==> src/sv/prc_pkg.sv <==
`timescale 1ns / 1ps
// Shared types and constants of the polygon rectangle clipper.
package prc_pkg;

    localparam int CW = 16;
    localparam int FB = 4;
    localparam int DIV_STEPS = CW;
    localparam int CNT_W = $clog2(DIV_STEPS);
    localparam int CFG_AW = 2;
    localparam int TDATA_W = ((2 * CW + 7) / 8) * 8;

    localparam logic [CFG_AW-1:0] REG_LEFT   = 2'd0;
    localparam logic [CFG_AW-1:0] REG_TOP    = 2'd1;
    localparam logic [CFG_AW-1:0] REG_RIGHT  = 2'd2;
    localparam logic [CFG_AW-1:0] REG_BOTTOM = 2'd3;

    localparam logic signed [CW-1:0] RST_LEFT   = 16'sd1600;
    localparam logic signed [CW-1:0] RST_TOP    = 16'sd1600;
    localparam logic signed [CW-1:0] RST_RIGHT  = 16'sd3200;
    localparam logic signed [CW-1:0] RST_BOTTOM = 16'sd3200;

    // A word between cells: a vertex, a close marker, or both (input side only).
    typedef struct packed {
        logic signed [CW-1:0] x;
        logic signed [CW-1:0] y;
        logic                 vtx;
        logic                 close;
    } t_tok;

    // Which boundary a cell clips against.
    typedef struct packed {
        logic use_y;
        logic keep_ge;
    } t_side;

    typedef enum logic [3:0] {
        S_IDLE,
        S_EVAL,
        S_EDGE,
        S_MUL,
        S_DIV,
        S_EMIT_X,
        S_EMIT_C,
        S_CLOSE_CHK,
        S_EMIT_CLOSE
    } t_cell_state;

endpackage

==> src/sv/prc_out.sv <==
`timescale 1ns / 1ps
// Result stage: holds back one vertex so the final one can carry the last flag.
module prc_out import prc_pkg::*; (
    input  logic                 i_clk,
    input  logic                 i_rst_n,
    input  logic                 i_valid,
    output logic                 o_ready,
    input  t_tok                 i_tok,
    output logic                 o_valid,
    input  logic                 i_ready,
    output logic signed [CW-1:0] o_x,
    output logic signed [CW-1:0] o_y,
    output logic                 o_last,
    output logic                 o_empty
);

    logic                 r_valid, r_any;
    logic signed [CW-1:0] r_hx, r_hy, r_x, r_y;
    logic                 r_last, r_empty;
    logic                 w_acc, w_load;

    assign o_ready = !r_valid || i_ready;
    assign w_acc   = i_valid && o_ready;
    // A vertex with nothing held produces no word.
    assign w_load  = w_acc && (i_tok.vtx ? r_any : 1'b1);

    always_ff @(posedge i_clk) begin
        if (!i_rst_n) begin
            r_valid <= 1'b0;
            r_any   <= 1'b0;
            r_hx    <= '0;
            r_hy    <= '0;
        end else begin
            r_valid <= (r_valid && !i_ready) || w_load;
            if (w_load) begin
                r_x     <= r_any ? r_hx : '0;
                r_y     <= r_any ? r_hy : '0;
                r_last  <= !i_tok.vtx;
                r_empty <= !i_tok.vtx && !r_any;
            end
            if (w_acc) begin
                if (i_tok.vtx) begin
                    r_hx  <= i_tok.x;
                    r_hy  <= i_tok.y;
                    r_any <= 1'b1;
                end else begin
                    r_any <= 1'b0;
                end
            end
        end
    end

    assign o_valid = r_valid;
    assign o_x     = r_x;
    assign o_y     = r_y;
    assign o_last  = r_last;
    assign o_empty = r_empty;

endmodule

==> config.mk <==
export PLATFORM = sky130hd
export DESIGN_NAME = prc_out
export DESIGN_NICKNAME = d
export VERILOG_FILES = /design/src/sv/prc_pkg.sv /design/src/sv/prc_out.sv
export SDC_FILE = /design/constraint.sdc
export NUM_CORES = 1
export LEC_CHECK = 0
export ABC_AREA = 1
export BUFFER_PORTS_ARGS = -buffer_cell sky130_fd_sc_hd__buf_2
export CAP_MARGIN = 20
export CORE_AREA = 2 2 75 91
export CTS_BUF_LIST = sky130_fd_sc_hd__clkbuf_8
export CTS_CLUSTER_DIAMETER = 30
export DETAILED_ROUTE_END_ITERATION = 10
export DIE_AREA = 0 0 77 93
export HOLD_SLACK_MARGIN = 0.12
export MAX_ROUTING_LAYER = met4
export PLACE_DENSITY_LB_ADDON = 0.2
export SYNTH_ARGS = -nofsm -noshare
export SYNTH_HDL_FRONTEND = slang
export SYNTH_SLANG_ARGS = --single-unit
export TNS_END_PERCENT = 5
==> constraint.sdc <==
create_clock -name i_clk -period 2.6 [get_ports i_clk]
set_input_delay 0.39 -clock i_clk [delete_from_list [all_inputs] [get_ports i_clk]]
set_output_delay 0.39 -clock i_clk [all_outputs]
set_load 0.1 [all_outputs]
Yosys cells after proc, flatten, opt, wreduce, memory -nomap -nowiden
Index checks and enable logic that the tools add are counted.
Widths: inputs -> output; s select.
- bits of input ports: 38
- output and inout bits: 36
- register bits: 68
- logic and storage cells: 22
- reductions and logical operators: 12
- mux-type cells: 2
- operators by type and width (operator ; count):
    $logic_and 1x1->1 ; 4
    $logic_not 1->1 ; 4
    $reduce_and 2->1 ; 2
    $logic_or 1x1->1 ; 2
    $mux 1 ; 2

Longest topological paths before layout
- word-level depth: 5
- gate-level depth with buffers: 7
- gate-level depth less buffers: 6

Worst setup path after synthesis
Ideal clock, no wire load.
- path kind: register -> register
- start point: reg r_valid, in the netlist o_valid
- end point: reg r_empty, in the netlist o_empty (enable)
- path buffers: 0
- clock period less this slack: 2.916 ns
- setup slack: -0.316 ns
- required time: 2.175 ns
- arrival: 2.491 ns
- cell stages (with the launch flop): 4
- cells stage by stage: dfxtp_1 nand2_4 nand2_1 nor2_1
- cells in the longest elaborated chain, start to end: 5
- ends and longest elaborated chain (item ; line ; source):
    from (decl) ; prc_out.sv:17 ; logic r_valid, r_any;
    from (signal assigned) ; prc_out.sv:34 ; r_valid <= (r_valid && !i_ready) || w_load;
    $logic_not 1->1 ; prc_out.sv:22 ; assign o_ready = !r_valid || i_ready;
    $logic_or 1x1->1 ; prc_out.sv:22 ;
    $logic_and 1x1->1 ; prc_out.sv:23 ; assign w_acc = i_valid && o_ready;
    $logic_and 1x1->1 ; prc_out.sv:25 ; assign w_load = w_acc && (i_tok.vtx ? r_any : 1'b1);
    $reduce_and 2->1 (no source line) ; n/a ;
    to (signal assigned) ; prc_out.sv:39 ; r_empty <= !i_tok.vtx && !r_any;
    to (decl) ; prc_out.sv:19 ; logic r_last, r_empty;
Every way passes these cells.
A chain may end at the register's enable or synchronous reset.

Final worst setup path
- start point: reg r_valid, in the netlist o_valid
- end point: out o_ready
- cells in the longest elaborated chain, start to end: 2
- ends and longest elaborated chain (item ; line ; source):
    $logic_not 1->1 ; prc_out.sv:22 ;
    $logic_or 1x1->1 ; prc_out.sv:22 ;
    to (decl) ; prc_out.sv:7 ; output logic o_ready,
Every way passes these cells.

==> results_dict.tcl <==
set metrics [dict create \
    status "finished clean" \
    port_buffers 72 \
    tritoncts "yes" \
    fin_tns_setup_ns 0 \
    vias_per_cell 4.23 \
    setup_violations 0 \
    worst_slew_pin_slew_ns 0.495 \
    grt.overflow.total 0 \
    cts_setup_buffers 0 \
    synth-seq-cells 68 \
    dieWidth_um 77 \
    clk_pin_slew_ns 0.07 \
    ant_nets 0 \
    antenna_found_initial 0 \
    fillers 623 \
    path_cells "nand2_4, buf_2" \
    dp.final_hpwl_um 3410 \
    hold_class "input pin to register" \
    first_iter_violations 83 \
    min_period_ns 1.93 \
    die_y_um 93 \
    cts_sinks 68 \
    root_buffer "clkbuf_8" \
    crit_type "register to primary output" \
    required_ns 2.21 \
    p_leak_nw 2.18 \
    fp-row-count 32 \
    synth_seq_area_share_pct 55.9 \
    wl_per_cell_um 10.3 \
    nets 494 \
    synth.avg_cell_area_um2 7.81 \
    peakVddDrop_mv 0.349 \
    rsz0062_at_grt "false" \
    grtUsageTotal_pct 17.4 \
    grt_pass1_vias 2202 \
    slew_viol_final 0 \
    drtPass1Iterations 4 \
    grt_max_degree 37 \
    core_um2 6330 \
    insertion_delay_ns 0.34 \
    drive_above_1_share_pct 20.8 \
    startpoint_type "register" \
    path_max_fanout 36 \
    cts_max_level 3 \
    drcViolationCount 0 \
    cap_violations 0 \
    cts_buffers 9 \
    dp.cells 530 \
    synthCells 390 \
    ys.warnings.count 0 \
    clock-skew-final_ns 0.00930 \
    cpPeakStageDelay_ns 0.51 \
    critPathCaptureType "primary output" \
    synth.net_count 428 \
    syn2layout_area_growth_pct 21.7 \
    fin_cells 546 \
    ios 74 \
    cts.repair.resized 0 \
    hold_violations 0 \
    synthesis.area_um2 3050 \
    ys_types 15 \
    wl_um 5620 \
    postCtsHoldBufs 0 \
    fmax_ghz 0.517 \
    die-area_um2 7160 \
    antennaDiodeCount 0 \
    cts.path.max_buffers 2 \
    num_vias 2310 \
    worstPathArrival_ns 1.54 \
    relSlewSlack_pct 67.2 \
    critical_path.slowest_cell "buf_2" \
    power_density_nw_per_um2 694 \
    globalplace.congestion 0.765 \
    start_util_pct 48.2 \
    grt_pass1_wl_um 9520 \
    period_share_pct 74.3 \
]
area by class of cell:
type | instances | area, µm² | share of cell area (%)
Multi-Input combinational cell | 169 | 748 | 20.2
Timing Repair Buffer | 77 | 410 | 11.1
Clock buffer | 10 | 138 | 3.71
Inverter | 131 | 492 | 13.3
Tap cell | 85 | 106 | 2.87
Sequential cell | 68 | 1700 | 45.9
Clock inverter | 6 | 111 | 3.00
cells in the mapped netlist:
cell type / n / area, µm²
dfxtp_1: 34 / 681
nand2_4: 1 / 11.3
nor2_1: 34 / 128
buf_2: 15 / 75.1
buf_4: 3 / 22.5
nand3_4: 1 / 17.5
o22ai_1: 1 / 6.26
clkbuf_1: 2 / 7.51
o21ai_0: 1 / 5.00
inv_1: 131 / 492
buf_1: 2 / 7.51
a21oi_1: 1 / 5.00
edfxtp_1: 34 / 1020
nand2_1: 98 / 368
nand4_1: 32 / 200
critical path, delay by kind of cell, from the launching register on:
family	cells	cell delay [ns]
buffers and inverters	1	0.51
flip-flops	1	0.35
AND/OR/NAND/NOR	1	0.35
stage by stage:
| stage | hold WS, ns | power (mW) | utilization (%) | worst slack (ns) | cell area [µm²] |
|---|---|---|---|---|---|
| 2_1_floorplan | 0.485 | 1.47 | - | 0.234 | 3050 |
| 3_3_place_gp | 0.492 | 1.54 | 54.7 | 0.769 | 3460 |
| 3_5_place_dp | 0.496 | 1.54 | 54.7 | 0.756 | 3460 |
| 4_1_cts | 0.362 | 2.60 | 58.6 | 0.661 | 3710 |
| 5_1_grt | 0.377 | 2.68 | 58.6 | 0.610 | 3710 |
| 6_report | 0.373 | 2.57 | 58.6 | 0.667 | 3710 |
registers in the layout, summed over array words and instances (netlist names):
| name | count |
|---|---|
| o_x | 16 |
| r_any | 1 |
| o_last | 1 |
| o_empty | 1 |
| r_hy | 16 |
| r_hx | 16 |
| o_y | 16 |
| o_valid | 1 |
metal layers:
layer | wire, µm | track usage (%) | share of wire [%] | up-vias
li1 | - | - | - | 1264
met4 | 93 | 7.59 | 1.7 | 0
met1 | 2540 | 18.8 | 45 | 981
met3 | 273 | 4.34 | 4.9 | 10
met2 | 2720 | 30.5 | 48 | 55
met5 | 0 | - | 0 | -
final timing paths:
path                  start        to  slack [ns]  cells after the start
hold reg to reg     r_hx[3]    o_x[3]        0.51                      2
setup reg to reg    o_valid   o_y[10]        0.91                      4
hold / removal    i_tok[17]  r_hy[15]        0.37                      5
setup / recovery    o_valid   o_ready        0.67                      2
logic make-up after synthesis:
kind of cell | synth area share [%]
AO/OA/AOI/OAI | 0.534
buffers and inverters | 19.8
flip-flops | 55.9
AND/OR/NAND/NOR | 23.8
power breakdown:
| part | leakage, nW | total, mW | internal, mW | switching, mW |
|---|---|---|---|---|
| Sequential | 0.625 | 1.19 | 1.17 | 0.0203 |
| Clock | 0.122 | 1.06 | 0.663 | 0.393 |
| Combinational | 1.43 | 0.324 | 0.0877 | 0.236 |
cell usage in the layout (no fill, tap or decap), drive strengths merged:
master,n
clkinv,2
buf,77
nor2,34
nand2,99
o21ai,1
bufinv,3
nand3,1
clkinvlp,1
a21oi,1
edfxtp,34
o22ai,1
inv,131
clkbuf,10
dfxtp,34
nand4,32
Note: power is estimated with default switching activity, not from simulation.
