--- src/sv/prc_pkg.sv ---
`timescale 1ns / 1ps
// Shared types and constants of the polygon rectangle clipper.
package prc_pkg;

    localparam int CW = 16;
    localparam int FB = 4;
    localparam int DIV_STEPS = CW;
    localparam int CNT_W = $clog2(DIV_STEPS);
    localparam int CFG_AW = 2;
    localparam int TDATA_W = ((2 * CW + 7) / 8) * 8;

    localparam logic [CFG_AW-1:0] REG_LEFT   = 2'd0;
    localparam logic [CFG_AW-1:0] REG_TOP    = 2'd1;
    localparam logic [CFG_AW-1:0] REG_RIGHT  = 2'd2;
    localparam logic [CFG_AW-1:0] REG_BOTTOM = 2'd3;

    localparam logic signed [CW-1:0] RST_LEFT   = 16'sd1600;
    localparam logic signed [CW-1:0] RST_TOP    = 16'sd1600;
    localparam logic signed [CW-1:0] RST_RIGHT  = 16'sd3200;
    localparam logic signed [CW-1:0] RST_BOTTOM = 16'sd3200;

    // A word between cells: a vertex, a close marker, or both (input side only).
    typedef struct packed {
        logic signed [CW-1:0] x;
        logic signed [CW-1:0] y;
        logic                 vtx;
        logic                 close;
    } t_tok;

    // Which boundary a cell clips against.
    typedef struct packed {
        logic use_y;
        logic keep_ge;
    } t_side;

    typedef enum logic [3:0] {
        S_IDLE,
        S_EVAL,
        S_EDGE,
        S_MUL,
        S_DIV,
        S_EMIT_X,
        S_EMIT_C,
        S_CLOSE_CHK,
        S_EMIT_CLOSE
    } t_cell_state;

endpackage

--- src/sv/prc_cell.sv ---
`timescale 1ns / 1ps
// One boundary clipping cell: keeps first and previous vertex, emits kept and crossing vertices and the close marker.
module prc_cell import prc_pkg::*; (
    input  logic                 i_clk,
    input  logic                 i_rst_n,
    input  t_side                i_side,
    input  logic signed [CW-1:0] i_bound,
    input  logic                 i_valid,
    output logic                 o_ready,
    input  t_tok                 i_tok,
    output logic                 o_valid,
    input  logic                 i_ready,
    output t_tok                 o_tok
);

    t_cell_state r_state, n_state;

    logic signed [CW-1:0] r_fx, r_fy, r_vx, r_vy;
    logic signed [CW-1:0] r_px, r_py, r_cx, r_cy;
    logic                 r_has_first, r_close, r_is_vtx, r_in_close;
    logic                 r_ic;
    logic [CW-1:0]        r_mdb, r_mdn, r_den, r_rem, r_low;
    logic                 r_neg;
    logic [CNT_W-1:0]     r_cnt;
    logic                 r_ovalid;
    t_tok                 r_otok;

    logic signed [CW-1:0] w_ap, w_bp, w_ac, w_bc;
    logic                 w_ip, w_ic, w_free, w_load, w_accept;
    logic signed [CW:0]   w_db, w_dn, w_den;
    logic [CW:0]          w_adb, w_adn, w_aden;
    logic [2*CW-1:0]      w_prod;
    logic [CW:0]          w_t, w_tsub;
    logic                 w_ge;
    logic signed [CW:0]   w_cross;
    t_tok                 w_otok;

    assign w_ap = i_side.use_y ? r_py : r_px;
    assign w_bp = i_side.use_y ? r_px : r_py;
    assign w_ac = i_side.use_y ? r_cy : r_cx;
    assign w_bc = i_side.use_y ? r_cx : r_cy;
    assign w_ip = i_side.keep_ge ? (w_ap >= i_bound) : (w_ap <= i_bound);
    assign w_ic = i_side.keep_ge ? (w_ac >= i_bound) : (w_ac <= i_bound);

    assign w_db  = {w_bc[CW-1], w_bc} - {w_bp[CW-1], w_bp};
    assign w_dn  = {i_bound[CW-1], i_bound} - {w_ap[CW-1], w_ap};
    assign w_den = {w_ac[CW-1], w_ac} - {w_ap[CW-1], w_ap};
    assign w_adb  = w_db[CW]  ? (CW+1)'(-w_db)  : (CW+1)'(w_db);
    assign w_adn  = w_dn[CW]  ? (CW+1)'(-w_dn)  : (CW+1)'(w_dn);
    assign w_aden = w_den[CW] ? (CW+1)'(-w_den) : (CW+1)'(w_den);

    assign w_prod = r_mdb * r_mdn;

    // Restoring division step; the remainder stays below the divisor.
    assign w_t    = {r_rem, r_low[CW-1]};
    assign w_ge   = (w_t >= {1'b0, r_den});
    assign w_tsub = w_t - {1'b0, r_den};

    assign w_cross = r_neg ? ({w_bp[CW-1], w_bp} - $signed({1'b0, r_low}))
                           : ({w_bp[CW-1], w_bp} + $signed({1'b0, r_low}));

    assign w_free   = !r_ovalid || i_ready;
    assign w_accept = i_valid && o_ready;

    always_comb begin
        n_state = r_state;
        case (r_state)
            S_IDLE: begin
                if (i_valid) n_state = S_EVAL;
            end
            S_EVAL: begin
                if (r_is_vtx && r_has_first) n_state = S_EDGE;
                else n_state = S_CLOSE_CHK;
            end
            S_EDGE: begin
                if (w_ip != w_ic) n_state = S_MUL;
                else if (w_ic) n_state = S_EMIT_C;
                else if (r_in_close) n_state = S_EMIT_CLOSE;
                else n_state = S_CLOSE_CHK;
            end
            S_MUL: n_state = S_DIV;
            S_DIV: begin
                if (r_cnt == CNT_W'(DIV_STEPS - 1)) n_state = S_EMIT_X;
            end
            S_EMIT_X: begin
                if (w_free) begin
                    if (r_ic) n_state = S_EMIT_C;
                    else if (r_in_close) n_state = S_EMIT_CLOSE;
                    else n_state = S_CLOSE_CHK;
                end
            end
            S_EMIT_C: begin
                if (w_free) n_state = r_in_close ? S_EMIT_CLOSE : S_CLOSE_CHK;
            end
            S_CLOSE_CHK: begin
                if (r_close && r_has_first) n_state = S_EDGE;
                else if (r_close) n_state = S_EMIT_CLOSE;
                else n_state = S_IDLE;
            end
            S_EMIT_CLOSE: begin
                if (w_free) n_state = S_IDLE;
            end
            default: n_state = S_IDLE;
        endcase
    end

    always_comb begin
        o_ready = (r_state == S_IDLE);
        w_load  = 1'b0;
        w_otok  = '0;
        case (r_state)
            S_EMIT_X: begin
                w_load     = w_free;
                w_otok.vtx = 1'b1;
                w_otok.x   = i_side.use_y ? w_cross[CW-1:0] : i_bound;
                w_otok.y   = i_side.use_y ? i_bound : w_cross[CW-1:0];
            end
            S_EMIT_C: begin
                w_load     = w_free;
                w_otok.vtx = 1'b1;
                w_otok.x   = r_cx;
                w_otok.y   = r_cy;
            end
            S_EMIT_CLOSE: begin
                w_load       = w_free;
                w_otok.close = 1'b1;
            end
            default: w_load = 1'b0;
        endcase
    end

    always_ff @(posedge i_clk) begin
        if (!i_rst_n) begin
            r_state     <= S_IDLE;
            r_has_first <= 1'b0;
            r_in_close  <= 1'b0;
            r_ovalid    <= 1'b0;
            r_fx        <= '0;
            r_fy        <= '0;
            r_vx        <= '0;
            r_vy        <= '0;
        end else begin
            r_state  <= n_state;
            r_ovalid <= (r_ovalid && !i_ready) || w_load;
            if (w_load) r_otok <= w_otok;
            case (r_state)
                S_IDLE: begin
                    if (w_accept) begin
                        r_cx       <= i_tok.x;
                        r_cy       <= i_tok.y;
                        r_is_vtx   <= i_tok.vtx;
                        r_close    <= i_tok.close;
                        r_in_close <= 1'b0;
                    end
                end
                S_EVAL: begin
                    if (r_is_vtx) begin
                        r_vx <= r_cx;
                        r_vy <= r_cy;
                        if (r_has_first) begin
                            r_px <= r_vx;
                            r_py <= r_vy;
                        end else begin
                            r_fx        <= r_cx;
                            r_fy        <= r_cy;
                            r_has_first <= 1'b1;
                        end
                    end
                end
                S_EDGE: begin
                    r_ic  <= w_ic;
                    r_mdb <= w_adb[CW-1:0];
                    r_mdn <= w_adn[CW-1:0];
                    r_den <= w_aden[CW-1:0];
                    r_neg <= w_db[CW] ^ w_dn[CW] ^ w_den[CW];
                end
                S_MUL: begin
                    r_rem <= w_prod[2*CW-1:CW];
                    r_low <= w_prod[CW-1:0];
                    r_cnt <= '0;
                end
                S_DIV: begin
                    r_rem <= w_ge ? w_tsub[CW-1:0] : w_t[CW-1:0];
                    r_low <= {r_low[CW-2:0], w_ge};
                    r_cnt <= r_cnt + 1'b1;
                end
                S_CLOSE_CHK: begin
                    if (r_close && r_has_first) begin
                        r_px        <= r_vx;
                        r_py        <= r_vy;
                        r_cx        <= r_fx;
                        r_cy        <= r_fy;
                        r_has_first <= 1'b0;
                        r_in_close  <= 1'b1;
                    end
                end
                S_EMIT_CLOSE: begin
                    if (w_free) r_in_close <= 1'b0;
                end
                default: r_in_close <= r_in_close;
            endcase
        end
    end

    assign o_valid = r_ovalid;
    assign o_tok   = r_otok;

`ifndef NO_ASSERTIONS
    a_div_nonzero: assert property (@(posedge i_clk) disable iff (!i_rst_n)
        (r_state == S_DIV) |-> (r_den != '0))
        else $error("divide started with a zero denominator");
    a_idle_not_closing: assert property (@(posedge i_clk) disable iff (!i_rst_n)
        (r_state == S_IDLE) |-> !r_in_close)
        else $error("close edge still pending in idle");
    a_word_held: assert property (@(posedge i_clk) disable iff (!i_rst_n)
        (r_ovalid && !i_ready) |=> (r_ovalid && $stable(r_otok)))
        else $error("stalled output word was lost");
    a_close_clears_first: assert property (@(posedge i_clk) disable iff (!i_rst_n)
        (r_state == S_EMIT_CLOSE) |-> !r_has_first)
        else $error("first vertex survived the close");
`endif

endmodule

--- config.mk ---
export PLATFORM = sky130hd
export DESIGN_NAME = prc_cell
export DESIGN_NICKNAME = d
export VERILOG_FILES = /design/src/sv/prc_pkg.sv /design/src/sv/prc_cell.sv
export SDC_FILE = /design/constraint.sdc
export NUM_CORES = 1
export LEC_CHECK = 0
export ABC_AREA = 0
export BUFFER_PORTS_ARGS = -buffer_cell sky130_fd_sc_hd__buf_2
export CAP_MARGIN = 20
export CORE_MARGIN = 10
export CORE_UTILIZATION = 30
export DETAILED_ROUTE_END_ITERATION = 16
export PLACE_DENSITY = 0.41
export SETUP_SLACK_MARGIN = 0.5
export SYNTH_ARGS = -nofsm -noshare
export SYNTH_HDL_FRONTEND = slang
export SYNTH_SLANG_ARGS = --single-unit
--- constraint.sdc ---
create_clock -name i_clk -period 16.2 [get_ports i_clk]
set_clock_uncertainty 0.2 [all_clocks]
set_input_delay 3.24 -clock i_clk [delete_from_list [all_inputs] [get_ports i_clk]]
set_output_delay 3.24 -clock i_clk [all_outputs]
set_load 0.05 [all_outputs]
---- Word level (Yosys, flattened, before mapping) ----
Cells that the tools add are included.
storage, ports and cells
  register bits after elaboration ......... 257
  input bits .............................. 56
  output and inout port bits .............. 36
  word-level logic and storage cells ...... 142
cells by class
  add/sub/neg operators ................... 10
  $mul .................................... 1
  magnitude comparators ................... 5
  equal/unequal tests ..................... 19
  mux-type cells .......................... 53
  bitwise operators ....................... 3
  reduce and logical (&&, ||, !) cells .... 25
operators with widths
  operator                                              count
  two-way mux 16 bit                                    21
  case mux 16 bit (2 select lines)                      6
  case mux 33 bit (2 select lines)                      1
  subtractor 16 x 16 -> 17 bit                          3
  negation 16 bit                                       3
  two-way mux 4 bit                                     11
  case mux 4 bit (9 select lines)                       1
  greater-or-equal comparator 16 bit                    2
  <= comparator 16 bit                                  2
  multiplier 16 x 16 -> 32 bit                          1
  subtractor 16 bit                                     2
  greater-or-equal comparator 17 x 16 -> 1 bit          1
  adder 16 bit                                          1
  equality test 4 x 3 -> 1 bit (second input constant)  4
  != test 2 bit (second input constant)                 8
  AND reduction 5 bit                                   2
  two-way mux 1 bit                                     9
  AND reduction 3 bit                                   3
  equality test 4 x 2 -> 1 bit (second input constant)  2
  equality test 4 bit (second input constant)           2
  case mux 4 bit (2 select lines)                       1
  AND reduction 2 bit                                   4
  AND reduction 4 bit                                   2
  nonzero test 2 bit                                    3
  other kinds (15)                                      21

---- Longest topological paths before layout ----
  depth after elaboration ................. 6
  depth in mapped cells ................... 24
  mapped depth without buffers ............ 23

---- Worst setup path before layout ----
OpenSTA, ideal clock, no wires.
  path type ............................... in2reg
  from .................................... in i_side[1] (netlist bit)
  to ...................................... reg r_den[14], data pin
  arrival time ............................ 7.062 ns
  data required time ...................... 15.738 ns
  setup slack ............................. 8.676 ns
  stages on the path ...................... 16
  cells stage by stage .................... clkbuf_1 buf_1 clkbuf_1 mux2i_1 ha_1 inv_1 fa_1 a21o_1 a21oi_1 nand2b_1 o311ai_1 a311oi_1 nand3_1 nor4_1 a31oi_1 xnor2_1
on the way
  longest elaborated chain between the ends .. 4
  elaborated cells on any way between the ends .. 5
RTL lines
  element                                line                            RTL
  start, declared                        prc_cell.sv:6                   input t_side i_side,
  two-way mux 16 bit (on tied branches)  prc_cell.sv:40, prc_cell.sv:38
  subtractor 16 x 16 -> 17 bit (*)       prc_cell.sv:47                  assign w_den = {w_ac[CW-1], w_ac} - {w_ap[CW-1], w_ap};
  negation 16 bit                        prc_cell.sv:50                  assign w_aden = w_den[CW] ? (CW+1)'(-w_den) : (CW+1)'(w_den);
  two-way mux 16 bit (*)                 prc_cell.sv:50
  net w_aden[14]                         prc_cell.sv:31                  logic [CW:0] w_adb, w_adn, w_aden;
  end signal, assigned                   prc_cell.sv:174                 r_den <= w_aden[CW-1:0];
  end, declared                          prc_cell.sv:22                  logic [CW-1:0] r_mdb, r_mdn, r_den, r_rem, r_low;
The timed path passes the listed nets; every way through them passes the cells marked *.
A chain may end at the register's enable or synchronous reset.

---- Worst setup path after layout ----
  from .................................... reg r_mdn[1]
  to ...................................... reg r_rem[12], data pin
on the way
  longest elaborated chain between the ends .. 2
RTL lines
  element                           line             RTL
  start, declared                   prc_cell.sv:22
  start signal, assigned            prc_cell.sv:173  r_mdn <= w_adn[CW-1:0];
  multiplier 16 x 16 -> 32 bit      prc_cell.sv:52   assign w_prod = r_mdb * r_mdn;
  case mux 16 bit (2 select lines)  prc_cell.sv:146  case (r_state)
  end signal, assigned              prc_cell.sv:178  r_rem <= w_prod[2*CW-1:CW];
  end signal, assigned              prc_cell.sv:183  r_rem <= w_ge ? w_tsub[CW-1:0] : w_t[CW-1:0];
  end, declared                     prc_cell.sv:22
Every way passes these cells.

==> results.toml <==
[drt]
drt_wl_total_mm = 80.02
met3_length_mm = 2.824
wl_per_cell_um = 20.86
drt_pre_antenna_iters = 6
dr.max_layer_used = "met5"
drt-vias-per-instance = 5.010
wl_met2_mm = 38.19
post-route-drc-count = 0
vias = 19220
drt_iter0_markers = 1158
ant_nets = 0
route.layer.met1.wl_mm = 36.85

[hold_path]
hold_path.class = "register to register"

[timing]
setup_tns_ns = 0
drv_slew = 0
max_freq_ghz = 0.1341
setup_viol = 0
fin_crit_sh = 0.4604
worstMarginPinSlew_ns = 1.051
relSlewSlack = 0.2975
hold_viol_final = 0
finalCriticalPeriod_ns = 7.459
rsz0062_at_grt = "false"

[placed_design]
hpwl_mm = 63.33
place_congestion = 0.9221
port_buffers = 91

[yosys]
async_flop_share = 0
syn-cell-area_sq_mm = 0.02457
synth-seq-area-share = 0.2851
synth-warning-count = 0
synth-main-ff-cell = "edfxtp_1"
ys_seq_elements = 257
synth.distinct_cells = 79
syn_avg_cell_area_sq_um = 9.091
synthCells = 2703
synth_edf_count = 186
synth_fp_nets = 3162

[final_layout]
multiInputGateArea_sq_mm = 0.01605
nets = 3209
fillCellCount = 8390
layout-drive-gt1-share = 0.08180
area_delta_synth_final_pct = 11.01
ff_latch_area_sq_mm = 0.007007
largest_register_ffs = 34

[setup_path]
crit_path_end_kind = "register"
start_kind = "register"
crit_chain = "nand2_1 -> fa_1 -> fa_1 -> fa_1 -> fa_1 -> inv_1 -> fa_1 -> inv_1 -> fa_1 -> inv_1 -> ha_1 -> a21o_1 -> a21o_1 -> a21o_1 -> a2111oi_0 -> o21bai_1 -> o311ai_1 -> a31oi_1 -> xnor2_1 -> mux2i_1"
worst_path_max_delay_cell = "edfxtp_1"
critPathMaxFanout = 16
cp.required_ns = 16.31
critical_path.max_stage_delay_ns = 0.89
path_class = "register to register"
cp_common_cell = "fa_1"
worstPathArrival_ns = 7.57

[clocking]
clockBufferDepth = 3
cts_resized = 0
cts.clk_slew.worst_paths_ns = 0.06
clock_sinks = 257
htreeDepth = 1
cts_buffers = 31
ctsRootBufferMaster = "clkbuf_16"
postCtsSetupRepairBufs = 0
holdBufCountCts = 0
cts_tree = "built"
clock_latency_ns = 0.61

[grt]
grt_pass1_wl_mm = 123.9
antenna_found_initial = 2
grt_pass1_vias = 20020
grt_usage = 0.1698
grt_max_degree = 75
grt_remaining_overflow = 0

[floorplanning]
coreArea_sq_mm = 0.08081
fp-row-count = 104
fp.dieH_um = 306.2
io_pins = 92
start_util = 0.3041
die_area_sq_mm = 0.09376
die_x_um = 306.2

[status]
status = "complete, no violations"

[run]
maxCapViolations = 0
## synthesized netlist by cell type (41+ instances only)
cell | n | area [sq um]
nand2_1 | 480 | 1802
fa_1 | 199 | 3984
o21ai_0 | 91 | 455.4
dfxtp_1 | 71 | 1421
edfxtp_1 | 186 | 5585
xnor2_1 | 99 | 867.1
nor2_1 | 103 | 386.6
inv_1 | 320 | 1201
mux2i_1 | 79 | 790.8
ha_1 | 204 | 2552
a21oi_1 | 167 | 835.8
and2_1 | 132 | 825.8
nor3_1 | 41 | 205.2
clkbuf_1 | 83 | 311.6
## layer usage
metal,vias to the layer above,GRT usage
met3,97,0.01668
met5,-,0
met1,9502,0.2269
li1,9245,-
met4,2,0.04732
met2,373,0.2886
## final cells by class
| type | count | area share |
|---|---|---|
| multi-input cells | 2029 | 0.5882 |
| flip-flops and latches | 257 | 0.2569 |
| well taps | 1060 | 0.04862 |
| inverters | 322 | 0.04431 |
| clock buffers | 44 | 0.03440 |
| repair buffers | 109 | 0.02165 |
| clock inverters | 14 | 0.005825 |
| diodes | 1 | 0.00009174 |
## worst max-delay path: cells and delay by family (launching register included)
kind,cells,cell delay [ns]
multiplexers,1,0.11
XOR/XNOR,1,0.23
AND/OR/NAND/NOR,1,0.18
flip-flops,1,0.89
AO/OA/AOI/OAI,7,1.90
buffers and inverters,3,0.17
adder cells (fa/ha/maj),7,3.48
## cell families after synthesis
logic type               after synthesis  share of synthesized area
AND/OR/NAND/NOR                      922                     0.1741
multiplexers                         111                    0.04685
flip-flops                           257                     0.2851
XOR/XNOR                             125                    0.04455
adder cells (fa/ha/maj)              403                     0.2660
AO/OA/AOI/OAI                        468                     0.1195
buffers and inverters                417                    0.06385
## through the flow
step / instances / area, sq um / setup slack (ns) / hold WS [ns] / utilization
2_1_floorplan: 2703 / 24570 / 8.676 / 0.2081 / -
3_3_place_gp: 3775 / 26170 / 8.471 / 0.2125 / 0.3238
3_5_place_dp: 3775 / 26170 / 8.410 / 0.2125 / 0.3238
4_1_cts: 3833 / 27260 / 8.761 / 0.2104 / 0.3374
5_1_grt: 3836 / 27280 / 8.454 / 0.2243 / 0.3376
6_report: 3836 / 27280 / 8.741 / 0.2145 / 0.3376
## path summary, 6_finish.rpt
kind                                      startpoint                  end  slack, ns  cells past startpoint
worst min register to register  r_vx[5]$_SDFFE_PN0P_    r_px[5]$_DFFE_PP_       0.21                      0
worst max-delay path              r_mdn[1]$_DFFE_PP_  r_rem[12]$_DFFE_PP_       8.74                     20
worst max register to register    r_mdn[1]$_DFFE_PP_  r_rem[12]$_DFFE_PP_       8.74                     20
worst min-delay path            r_vx[5]$_SDFFE_PN0P_    r_px[5]$_DFFE_PP_       0.21                      0
## cells in the final DEF (no fill, tap or decap), types with 26 or more instances in the layout
master and count:
and2_1 131, nor3_1 40, nand2_1 480, mux2_2 31, edfxtp_1 186, ha_1 204
dfxtp_1 71, xnor2_1 99, mux2i_1 79, a21oi_1 165, inv_1 319, buf_2 91
fa_1 199, clkbuf_16 34, a21o_1 32, nand3_1 37, xor2_1 26, nor2_1 99
o21ai_0 91
Power is not shown: default switching activity piles up to over one toggle a cycle in this logic, so the estimate is an artifact.
